[config.mk]
export PLATFORM = sky130hd
export DESIGN_NAME = swr_queue
export DESIGN_NICKNAME = d
export VERILOG_FILES = /design/src/swr_pkg.sv /design/src/swr_queue.sv
export SDC_FILE = /design/constraint.sdc
export NUM_CORES = 1
export LEC_CHECK = 0
export BUFFER_PORTS_ARGS = -buffer_cell sky130_fd_sc_hd__buf_2
export CAP_MARGIN = 20
export CORE_MARGIN = 5
export CORE_UTILIZATION = 47
export CTS_CLUSTER_DIAMETER = 40
export DETAILED_ROUTE_END_ITERATION = 16
export HOLD_SLACK_MARGIN = 0.15
export PLACE_DENSITY = 0.75
export SYNTH_ARGS = -nofsm -noshare
export SYNTH_HDL_FRONTEND = slang
export SYNTH_SLANG_ARGS = --single-unit
[constraint.sdc]
create_clock -name clk -period 3.82 [get_ports clk]
set_input_delay 1.146 -clock clk [delete_from_list [all_inputs] [get_ports clk]]
set_output_delay 1.146 -clock clk [all_outputs]
set_load 0.05 [all_outputs]
[src/swr_pkg.sv]
// Package for the square window rotator: field widths, command codes and the job word.
`timescale 1ns / 1ps
package swr_pkg;

  localparam int CMD_W    = 2;
  localparam int COORD_W  = 7;
  localparam int RADIUS_W = 5;
  localparam int CELL_W   = 13;

  typedef logic [COORD_W-1:0]  coord_t;
  typedef logic [RADIUS_W-1:0] radius_t;
  typedef logic [CELL_W-1:0]   cell_t;

  typedef enum logic [CMD_W-1:0] {
    CMD_INIT   = 2'd0,
    CMD_ROTATE = 2'd1,
    CMD_READ   = 2'd2
  } cmd_t;

  typedef enum logic [1:0] {
    JOB_INIT,
    JOB_ROTATE,
    JOB_READ,
    JOB_REPLY
  } job_op_t;

  typedef struct packed {
    job_op_t op;
    coord_t  row_lo;
    coord_t  row_hi;
    coord_t  col_lo;
    coord_t  col_hi;
    coord_t  ctr_row;
    coord_t  ctr_col;
    logic    dir;
    logic    status;
  } job_t;

  localparam coord_t GRID_SIZE_RESET = 7'd64;

endpackage

[src/swr_queue.sv]
// Two-entry job queue between the front end and the sequencer.
`timescale 1ns / 1ps
module swr_queue (
  input  logic          clk,
  input  logic          rst,
  input  logic          push,
  input  swr_pkg::job_t job_in,
  output logic          full,
  input  logic          pop,
  output swr_pkg::job_t job_out,
  output logic          empty
);

  swr_pkg::job_t entries [2];
  logic          wr_ptr, rd_ptr;
  logic [1:0]    count;

  assign full    = (count == 2'd2);
  assign empty   = (count == 2'd0);
  assign job_out = entries[rd_ptr];

  always_ff @(posedge clk) begin
    if (push) begin
      entries[wr_ptr] <= job_in;
    end
  end

  always_ff @(posedge clk) begin
    if (rst) begin
      wr_ptr <= 1'b0;
      rd_ptr <= 1'b0;
      count  <= 2'd0;
    end else begin
      if (push) begin
        wr_ptr <= !wr_ptr;
      end
      if (pop) begin
        rd_ptr <= !rd_ptr;
      end
      count <= 2'(count + {1'b0, push} - {1'b0, pop});
    end
  end

endmodule

==> results by group <==
Logic synthesis
  • Mapped Area: roughly 0.0037 mm²
  • Synth warnings: 0
  • Post-synth EDFFs: a little over 90
  • Ys flop type: edfxtp_1
  • Post-synth top area cell: edfxtp_1
  • Largest family of logic cells by synthesized area: multiplexers
  • Yosys cell types: 13
  • Synth Net Count: 216
  • Area contributors post-synth: edfxtp_1 74%, mux2_4 16%, dfxtp_1 2.7%, buf_12 2.1%, mux2_2 1.8%
  • Synth Area in Compound Gates: 0
  • Post-synth top cells: 92 x edfxtp_1, 40 x mux2_4, 6 x mux2_2, 5 x dfxtp_1, 5 x nor2_1
  • Synth Instances: 164
  • Mapped Avg Cell Area: 22.8 µm²
  • Async SR Flop Fraction: 0
  • Simple-gate share of the synthesized area: 0.0117
  • Synthesized flop and latch total: 97
  • Adder-cell share of the synthesized area: 0.00669
  • Post-synthesis mux area share: 0.179
  • Synth Area in XOR/XNOR: 0.0107
  • Post-synthesis sequential area ratio: 0.766
  • Synth top area share: 0.739
  • Most frequent cell after synthesis: edfxtp_1

Timing
  • Post-route clock period utilization: 0.744
  • Maximum operating frequency: roughly 350 MHz
  • Setup Skew: approximately 0.0066 ns
  • Hold Fails Final Rpt: 0
  • Final Max Slew Viols: 0
  • Setup violators final: 0
  • RSZ-0062 raised after global routing: false
  • Slew @ Worst Pin: 0.734 ns
  • Worst rel slew slack: 0.510
  • Fin crit period: approximately 2.8 ns
  • Final TNS setup: 0 ns

Critical path
  • Critical Path, Cell by Cell: buf_4 > mux2_2 > buf_2
  • Reg2Reg Capture Point: entries[1][2]$_DFFE_PP_
  • Worst setup EP type: output pin
  • Slowest cell on crit path: buf_4
  • CP Class: flop to output pin
  • Crit path largest cell delay: ~0.4 ns
  • Worst EP arrival: ~1.7 ns
  • R2R depth: 2
  • CP required: around 2.7 ns
  • Crit path launch type: flop
  • Crit-path max FO: 26
  • Reg-to-Reg Start: wr_ptr$_SDFFE_PP0P_
  • R2R Setup Slk: between 2 and 2.5 ns

Layout
  • Diodes inserted: 0
  • Nets: 324
  • Proportion of layout cells with a drive suffix above 1: 0.599
  • Cell area after layout: 0.00456 mm²
  • Syn-to-layout area delta: 22.0%
  • Multi-input logic area: 786 µm²
  • Filler Cell Count: about 600
  • Register area: 0.00286 mm²

Placement
  • Placed wire-length estimate: roughly 4.3 mm
  • Placer Congestion: ~0.70
  • Post-DP Area: 0.00432 mm²
  • Port Buffers: 97

Detailed routing
  • DRT Pass-1 Iters: 4
  • Drt first-iter violations: 64
  • Wire per inst: between 15 and 20 µm
  • Final ANT Viol Nets: 0
  • Via density: about 4.6
  • Final WL: around 6 mm
  • Vias post-DR: 1745
  • DRC: 0

Floorplan
  • Starting density of the core: 0.484
  • Number of I/O pins: between 90 and 100
  • Die area: 0.00984 mm²
  • Core box area: between 0.007 and 0.008 mm²
  • Chip Width: about 100 µm
  • Die H: approximately 100 µm
  • Row count: 32

Flow run
  • MaxCap Viol Count: 0

Min path
  • Min-delay src: rd_ptr$_SDFFE_PP0P_
  • Hold Path Depth: 2
  • Worst Hold Class: flop to flop

Clocking
  • Clk buf depth: 2
  • Post-CTS Setup Inserts: 0
  • Skew-Pair Late Insertion Delay: 0.35 ns
  • Clock sinks: 97
  • CTS tree: done
  • Clk root buf: clkbuf_8
  • H-tree Lvls: 3
  • CTS clk-pin slew, worst paths: about 0.09 ns
  • Total CTS buffers: 9
  • CTS Hold Bufs: 0
  • PostCTS Resize Cnt: 0

Power
  • Overall Power: between 2 and 3 mW
  • PD cells: ~550 mW/mm²
  • Peak VDD IR: roughly 0.00035 V
  • Leak pwr: between 1.5 and 2 nW

Global route
  • Largest net degree at the start of global routing: 27
  • First-pass GRT wire length: roughly 9.6 mm
  • Total track usage: 0.128
  • Initial antenna violation count: 2
  • Global route overflow: 0
  • Number of global-route vias before repair: approximately 2000

Status
  • Status: finished clean
cells by family after synthesis:
kind of cell               after synthesis
adders and majority gates                2
muxes                                   46
buffers and inverters                    7
DFF                                     97
xor gates and xnor gates                 3
and+or+nand+nor                          9
sequential cells by signal (all words and copies together) (netlist names), named ones only:
signal	cells
rd_ptr	1
wr_ptr	1
count	2
entries	92
through the flow:
step | std cells | hold slack [ns] | worst slack, ns | utilization
floorplan | 164 | 0.480 | 0.173 | -
global route | 379 | 0.597 | 0.888 | 0.590
CTS | 379 | 0.552 | 0.933 | 0.590
finish | 379 | 0.552 | 0.977 | 0.590
detailed placement | 363 | 0.527 | 1.32 | 0.559
global placement | 363 | 0.501 | 1.34 | 0.559
final cells by class:
type | instances | area share
flip-flops and latches | 97 | 0.628
clock buffers | 9 | 0.0272
repair buffers | 102 | 0.117
well taps | 102 | 0.0280
inverters | 2 | 0.00165
multi-input cells | 60 | 0.172
clock inverters | 7 | 0.0258
per-layer routing:
| layer | part of all wire | track usage | vias to the layer above |
|---|---|---|---|
| met4 | 0.014 | 0.0599 | 4 |
| met5 | 0.0038 | 0 | - |
| met1 | 0.39 | 0.143 | 828 |
| li1 | - | - | 848 |
| met3 | 0.078 | 0.0526 | 12 |
| met2 | 0.52 | 0.212 | 53 |
worst max-delay path by stage:
stage | from | to | slack (ns)
6_report | flop | job_out[0] | 0.98
5_1_grt | flop | job_out[0] | 0.89
4_1_cts | flop | job_out[0] | 0.93
3_5_place_dp | push | entries[0][27]$_DFFE_PP_ | 1.32
3_3_place_gp | push | entries[0][41]$_DFFE_PP_ | 1.34
2_1_floorplan | push | entries[0][0]$_DFFE_PP_ | 0.17
worst max-delay path, delay by kind of cell (launching register included):
| kind | cells | cell delay (ns) |
|---|---|---|
| flops | 1 | 0.33 |
| buf+inv | 2 | 0.61 |
| mux | 1 | 0.40 |
power breakdown:
part / total [mW] / internal [mW] / switching, mW
combinational: 0.492 / 0.164 / 0.328
sequential: 1.26 / 1.24 / 0.0194
clock: 0.771 / 0.435 / 0.336
total: 2.52 / 1.84 / 0.683
layout by cell type (no fill, tap or decap), types with 2 or more instances in the layout:
master / netlist / final
buf_2: 0 / 97
nor2b_1: 3 / 2
ha_1: 2 / 2
mux2_2: 6 / 6
dfxtp_1: 5 / 4
mux2_4: 40 / 40
buf_4: 0 / 4
bufinv_16: 0 / 3
clkbuf_8: 0 / 9
nor2_1: 5 / 5
xnor2_1: 2 / 2
clkinvlp_4: 0 / 2
edfxtp_1: 92 / 92
inv_1: 2 / 2
Power figures use the tool's default switching activity.
