[src/swr_pkg.sv]
// Package for the square window rotator: field widths, command codes and the job word.
`timescale 1ns / 1ps
package swr_pkg;

  localparam int CMD_W    = 2;
  localparam int COORD_W  = 7;
  localparam int RADIUS_W = 5;
  localparam int CELL_W   = 13;

  typedef logic [COORD_W-1:0]  coord_t;
  typedef logic [RADIUS_W-1:0] radius_t;
  typedef logic [CELL_W-1:0]   cell_t;

  typedef enum logic [CMD_W-1:0] {
    CMD_INIT   = 2'd0,
    CMD_ROTATE = 2'd1,
    CMD_READ   = 2'd2
  } cmd_t;

  typedef enum logic [1:0] {
    JOB_INIT,
    JOB_ROTATE,
    JOB_READ,
    JOB_REPLY
  } job_op_t;

  typedef struct packed {
    job_op_t op;
    coord_t  row_lo;
    coord_t  row_hi;
    coord_t  col_lo;
    coord_t  col_hi;
    coord_t  ctr_row;
    coord_t  ctr_col;
    logic    dir;
    logic    status;
  } job_t;

  localparam coord_t GRID_SIZE_RESET = 7'd64;

endpackage

[src/swr_if.sv]
// Handshake channels for the square window rotator: command words in, result words out.
`timescale 1ns / 1ps
interface swr_in_if;
  logic                         valid;
  logic                         ready;
  logic [swr_pkg::CMD_W-1:0]    cmd;
  logic [swr_pkg::COORD_W-1:0]  center_row;
  logic [swr_pkg::COORD_W-1:0]  center_col;
  logic [swr_pkg::RADIUS_W-1:0] radius;
  logic                         direction;

  modport source (output valid, cmd, center_row, center_col, radius, direction, input ready);
  modport sink   (input valid, cmd, center_row, center_col, radius, direction, output ready);
endinterface


[src/swr_front.sv]
// Front end: accepts command words, checks bounds and turns them into job words.
`timescale 1ns / 1ps
module swr_front #(
  parameter int MAX_SIDE = 64
) (
  input  swr_pkg::coord_t grid_size,
  swr_in_if.sink          items,
  input  logic            full,
  output logic            push,
  output swr_pkg::job_t   job
);

  localparam logic [8:0] MAX9 = 9'(MAX_SIDE);

  swr_pkg::coord_t n;
  logic [7:0]      n8, x8, y8, r8;
  logic            win_bad, cell_bad;

  assign n  = ({2'b00, grid_size} > MAX9) ? MAX9[6:0] : grid_size;
  assign n8 = {1'b0, n};
  assign x8 = {1'b0, items.center_row};
  assign y8 = {1'b0, items.center_col};
  assign r8 = {3'b000, items.radius};

  assign win_bad  = (x8 <= r8) || (x8 + r8 > n8) || (y8 <= r8) || (y8 + r8 > n8);
  assign cell_bad = (x8 == 8'd0) || (x8 > n8) || (y8 == 8'd0) || (y8 > n8);

  assign items.ready = !full;
  assign push        = items.valid && !full;

  always_comb begin
    job         = '0;
    job.ctr_row = items.center_row;
    job.ctr_col = items.center_col;
    job.dir     = items.direction;
    unique case (swr_pkg::cmd_t'(items.cmd))
      swr_pkg::CMD_INIT: begin
        if (n == 7'd0) begin
          job.op = swr_pkg::JOB_REPLY;
        end else begin
          job.op     = swr_pkg::JOB_INIT;
          job.row_lo = 7'd1;
          job.row_hi = n;
          job.col_lo = 7'd1;
          job.col_hi = n;
        end
      end
      swr_pkg::CMD_ROTATE: begin
        if (win_bad) begin
          job.op     = swr_pkg::JOB_REPLY;
          job.status = 1'b1;
        end else begin
          job.op     = swr_pkg::JOB_ROTATE;
          job.row_lo = 7'(x8 - r8);
          job.row_hi = 7'(x8 + r8);
          job.col_lo = 7'(y8 - r8);
          job.col_hi = 7'(y8 + r8);
        end
      end
      swr_pkg::CMD_READ: begin
        if (cell_bad) begin
          job.op     = swr_pkg::JOB_REPLY;
          job.status = 1'b1;
        end else begin
          job.op     = swr_pkg::JOB_READ;
          job.row_lo = items.center_row;
          job.row_hi = items.center_row;
          job.col_lo = items.center_col;
          job.col_hi = items.center_col;
        end
      end
      default: begin
        job.op = swr_pkg::JOB_REPLY;
      end
    endcase
  end

endmodule

[src/flat_wrapper.sv]
// flat-port wrapper written by rule: the top's interface ports become plain ports
module swr_front_flat 
#(
  parameter int MAX_SIDE = 64
)
  (grid_size, full, push, job, items_valid, items_cmd, items_center_row, items_center_col, items_radius, items_direction, items_ready);
  swr_in_if items_i ();
  input  swr_pkg::coord_t grid_size;
  input  logic full;
  output logic push;
  output swr_pkg::job_t job;
  input wire logic [$bits(items_i.valid)-1:0] items_valid;
  input wire logic [$bits(items_i.cmd)-1:0] items_cmd;
  input wire logic [$bits(items_i.center_row)-1:0] items_center_row;
  input wire logic [$bits(items_i.center_col)-1:0] items_center_col;
  input wire logic [$bits(items_i.radius)-1:0] items_radius;
  input wire logic [$bits(items_i.direction)-1:0] items_direction;
  output wire logic [$bits(items_i.ready)-1:0] items_ready;
  assign items_i.valid = items_valid;
  assign items_i.cmd = items_cmd;
  assign items_i.center_row = items_center_row;
  assign items_i.center_col = items_center_col;
  assign items_i.radius = items_radius;
  assign items_i.direction = items_direction;
  assign items_ready = items_i.ready;
  swr_front #(.MAX_SIDE(MAX_SIDE)) u_core (.grid_size(grid_size), .items(items_i), .full(full), .push(push), .job(job));
endmodule
[config.mk]
export PLATFORM = sky130hd
export DESIGN_NAME = swr_front_flat
export DESIGN_NICKNAME = d
export VERILOG_FILES = /design/src/swr_pkg.sv /design/src/swr_if.sv /design/src/swr_front.sv /design/src/flat_wrapper.sv
export SDC_FILE = /design/constraint.sdc
export NUM_CORES = 1
export LEC_CHECK = 0
export BUFFER_PORTS_ARGS = -buffer_cell sky130_fd_sc_hd__buf_2
export CORE_ASPECT_RATIO = 0.9
export CORE_MARGIN = 3
export CORE_UTILIZATION = 40
export DETAILED_ROUTE_END_ITERATION = 10
export PLACE_DENSITY = 0.77
export SLEW_MARGIN = 20
export SYNTH_ARGS = -nofsm -noshare
export SYNTH_HDL_FRONTEND = slang
export SYNTH_SLANG_ARGS = --single-unit
[constraint.sdc]
create_clock -name vclk -period 18.7
set_clock_uncertainty 0.05 [all_clocks]
set_input_delay 4.675 -clock vclk [all_inputs]
set_output_delay 4.675 -clock vclk [all_outputs]
set_load 0.005 [all_outputs]
==> results.txt <==
- Number of distinct standard cells referenced by the synthesized netlist: 49
* GP Congestion: between 0.9 and 1
- The final layout contains routed wiring with a total length of 7.64 mm.
* Critical-path top delay cell: a221oi_1
- Setup repair after global routing left no endpoint under its margin.
* Worst hold slack: around 9300 ps
* Overall overflow remaining after global route: 0
- Data arrival at the endpoint of the critical path: 8540 ps
- After clock tree synthesis, the setup repair step added 0 buffers.
* Vias: approximately 2600
* Final cycle utilization of the critical path: 0.710
* Post-synthesis cell count: between 300 and 400
- Number of I/O port buffers: 77
- Die extent in y: 79.5 um
* Cell accounting for the most synthesized area: ha_1
* Synthesis warning total: 0
* Compound-cell area share of the yosys netlist: 0.280
* Launch point of the worst path: items_radius[2]
- After filler insertion, the fill cell instance count of the layout stands at around 600.
* Setup-violating endpoint count in the final report: 0
- X dimension of the die: 87.7 um
* Fraction of the mapped netlist area in adder cells: 0.304
- Global-route wire length before repair: about 12 mm
* DRC marker count from the first detailed-route iteration: 161
- Fraction of final layout cells sized beyond drive strength 1: 0.256
- The number of global-route vias before repair came to about 2600.
* Tot Pwr: about 90 uW
- Setup slack after placement: between 5000 and 6000 ps
- Number of buffers added to fix hold violations after cts: 0
* Synth area leaders: ha_1 27%, inv_1 7.0%, buf_4 5.0%
- The average instance in the mapped netlist occupies around 7.4 um2.
* Portion of netlist area occupied by mux cells: 0
- Core Area: approximately 5800 um2
* Buffering stage count on the worst path with inverters included: 5
- Sequential standard cell area: 0 um2
- Setup TNS: 0 ps
* Worst setup margin: 5430 ps
* Max Cap Viol: 0
- Data on the critical path is required at its endpoint by 13980 ps.
- Number of max-slew violations in the final report: 0
- The number of antenna diodes in the final layout is 0.
- Power density over cell area: 33.2 nW/um2
- The area growth from synthesis to layout is 12.4%.
- After detailed routing, the number of vias per cell comes to 5.93.
* Stage delay of the slowest cell on the critical path: approximately 540 ps
* Ports: 79
- Xor-xnor portion of the synthesized cell area: 0.0510
- The die covers approximately 7000 um2.
- Walking the worst path, the cells encountered are buf_2 > inv_1 > ha_1 > inv_1 > a221oi_1 > o21bai_1 > a21oi_1 > xnor2_1 > inv_1 > ha_1 > nand4_1 > o21bai_1 > a31oi_1 > a211oi_4 > nand3_4 > o311ai_2 > buf_2.
- By count the netlist is led by 52 x ha_1, 45 x inv_1, 21 x nand2_1.
* Number of nets still failing antenna checks after routing: 0
- Hold path startpoint: items_direction
- In this run the cell area of the synthesized design comes to approximately 2400 um2.
- Global-route total usage across every layer: 0.220
- In this run the worst path has a maximum fanout of 26.
- The share of synthesized area in the top cell type comes to 0.271.
- LEAKAGE: 0.00140 uW
- For this run, design rule violations remaining after detail routing come to 0.
- Entering global routing, the biggest net connects 27 pins.
- Nature of the critical path startpoint: primary input
* Routed wire length per instance: between 15 and 20 um
* Peak clock frequency supported by timing: 75.4 MHz
- Slew HR: 0.369
- After synthesis, the largest family of logic cells by area is adder cells.
* Result of the run: finished, final reports clean
- Total number of sequential cells: 0
* Max rail drop VDD: 14.9 uV
- Fraction of the mapped netlist area in simple logic gates: 0.223
- The initial utilization of the core area, before any placement, comes to 0.417.
- Subtracting the final worst setup slack from the clock period gives around 13000 ps.
- When the netlist entered floorplanning its net count stood at 411.
* Worst Setup End Kind: primary output
* Worst slew pin tran: roughly 940 ps
- Total number of placement rows: 26
- Most frequently used cell type in the post-synthesis netlist: ha_1
- The share of the Yosys chip area taken by registers is 0.
* Number of antenna violations at the first check in global routing: 0
* Worst setup path category: in2out
- Clock buffers in the final layout number 0.
- Drt first pass iters: 4
- The HPWL after detailed placement is between 6 and 7 mm.
* Layout Nets: 464
* Count of final hold-check violations: 0
* Worst hold path type: in2out
- Most used cell, CP: inv_1
* Number of gates given a new drive strength after cts: 0
- Family with the most delay on the worst path: compound AO/OA/AOI/OAI gates
- In the final layout, the multi-input gates occupy ~2100 um2.
metrics by stage:
stage	cell area, um2	std cells	util
CTS	2700	445	0.469
finish	2700	445	0.469
floorplan	2400	324	-
global placement	2700	445	0.469
detailed placement	2700	445	0.469
global route	2700	445	0.469
cell type report:
| cell class | instances | share of cell area |
|---|---|---|
| timing repair buffer | 77 | 0.143 |
| multi-input combinational | 253 | 0.763 |
| tap | 70 | 0.0324 |
| inverter | 45 | 0.0625 |
metal layers:
| metal | vias to the layer above | GRT usage | routed length [um] |
|---|---|---|---|
| met3 | 12 | 0.0196 | 644 |
| li1 | 1273 | - | - |
| met2 | 123 | 0.381 | 3640 |
| met1 | 1231 | 0.297 | 3220 |
| met5 | - | 0 | 0 |
| met4 | 0 | 0.0414 | 129 |
where the power goes:
group / internal (uW) / switching (uW)
logic: 36.5 / 53.4
registers: 0 / 0
clock network: 0 / 0
logic make-up after synthesis:
logic type | after synthesis
xor+xnor | 14
buf+inv | 71
compound gates | 87
simple gates | 96
fa+ha+maj | 56
cell usage in the layout (no fill, tap or decap), types with 4 or more instances in the layout:
cell type	count
nor2_1	12
a21oi_1	19
o21ai_0	11
nand4_1	15
o221ai_2	7
xnor2_1	10
nand3_1	10
nor3_1	6
nor2b_1	10
a21o_1	5
fa_1	4
nor4_1	4
inv_1	45
buf_2	77
o221ai_1	5
xor2_1	4
o21bai_1	4
nand2_1	21
o22ai_1	11
ha_1	52
o211ai_1	6
nand2b_1	4
worst paths after layout:
| path | endpoint | slack (ps) | depth (start not counted) |
|---|---|---|---|
| setup / recovery | job[28] | 5430 | 17 |
| hold / removal | job[1] | 9300 | 0 |
Note: power is estimated with default switching activity, not from simulation.
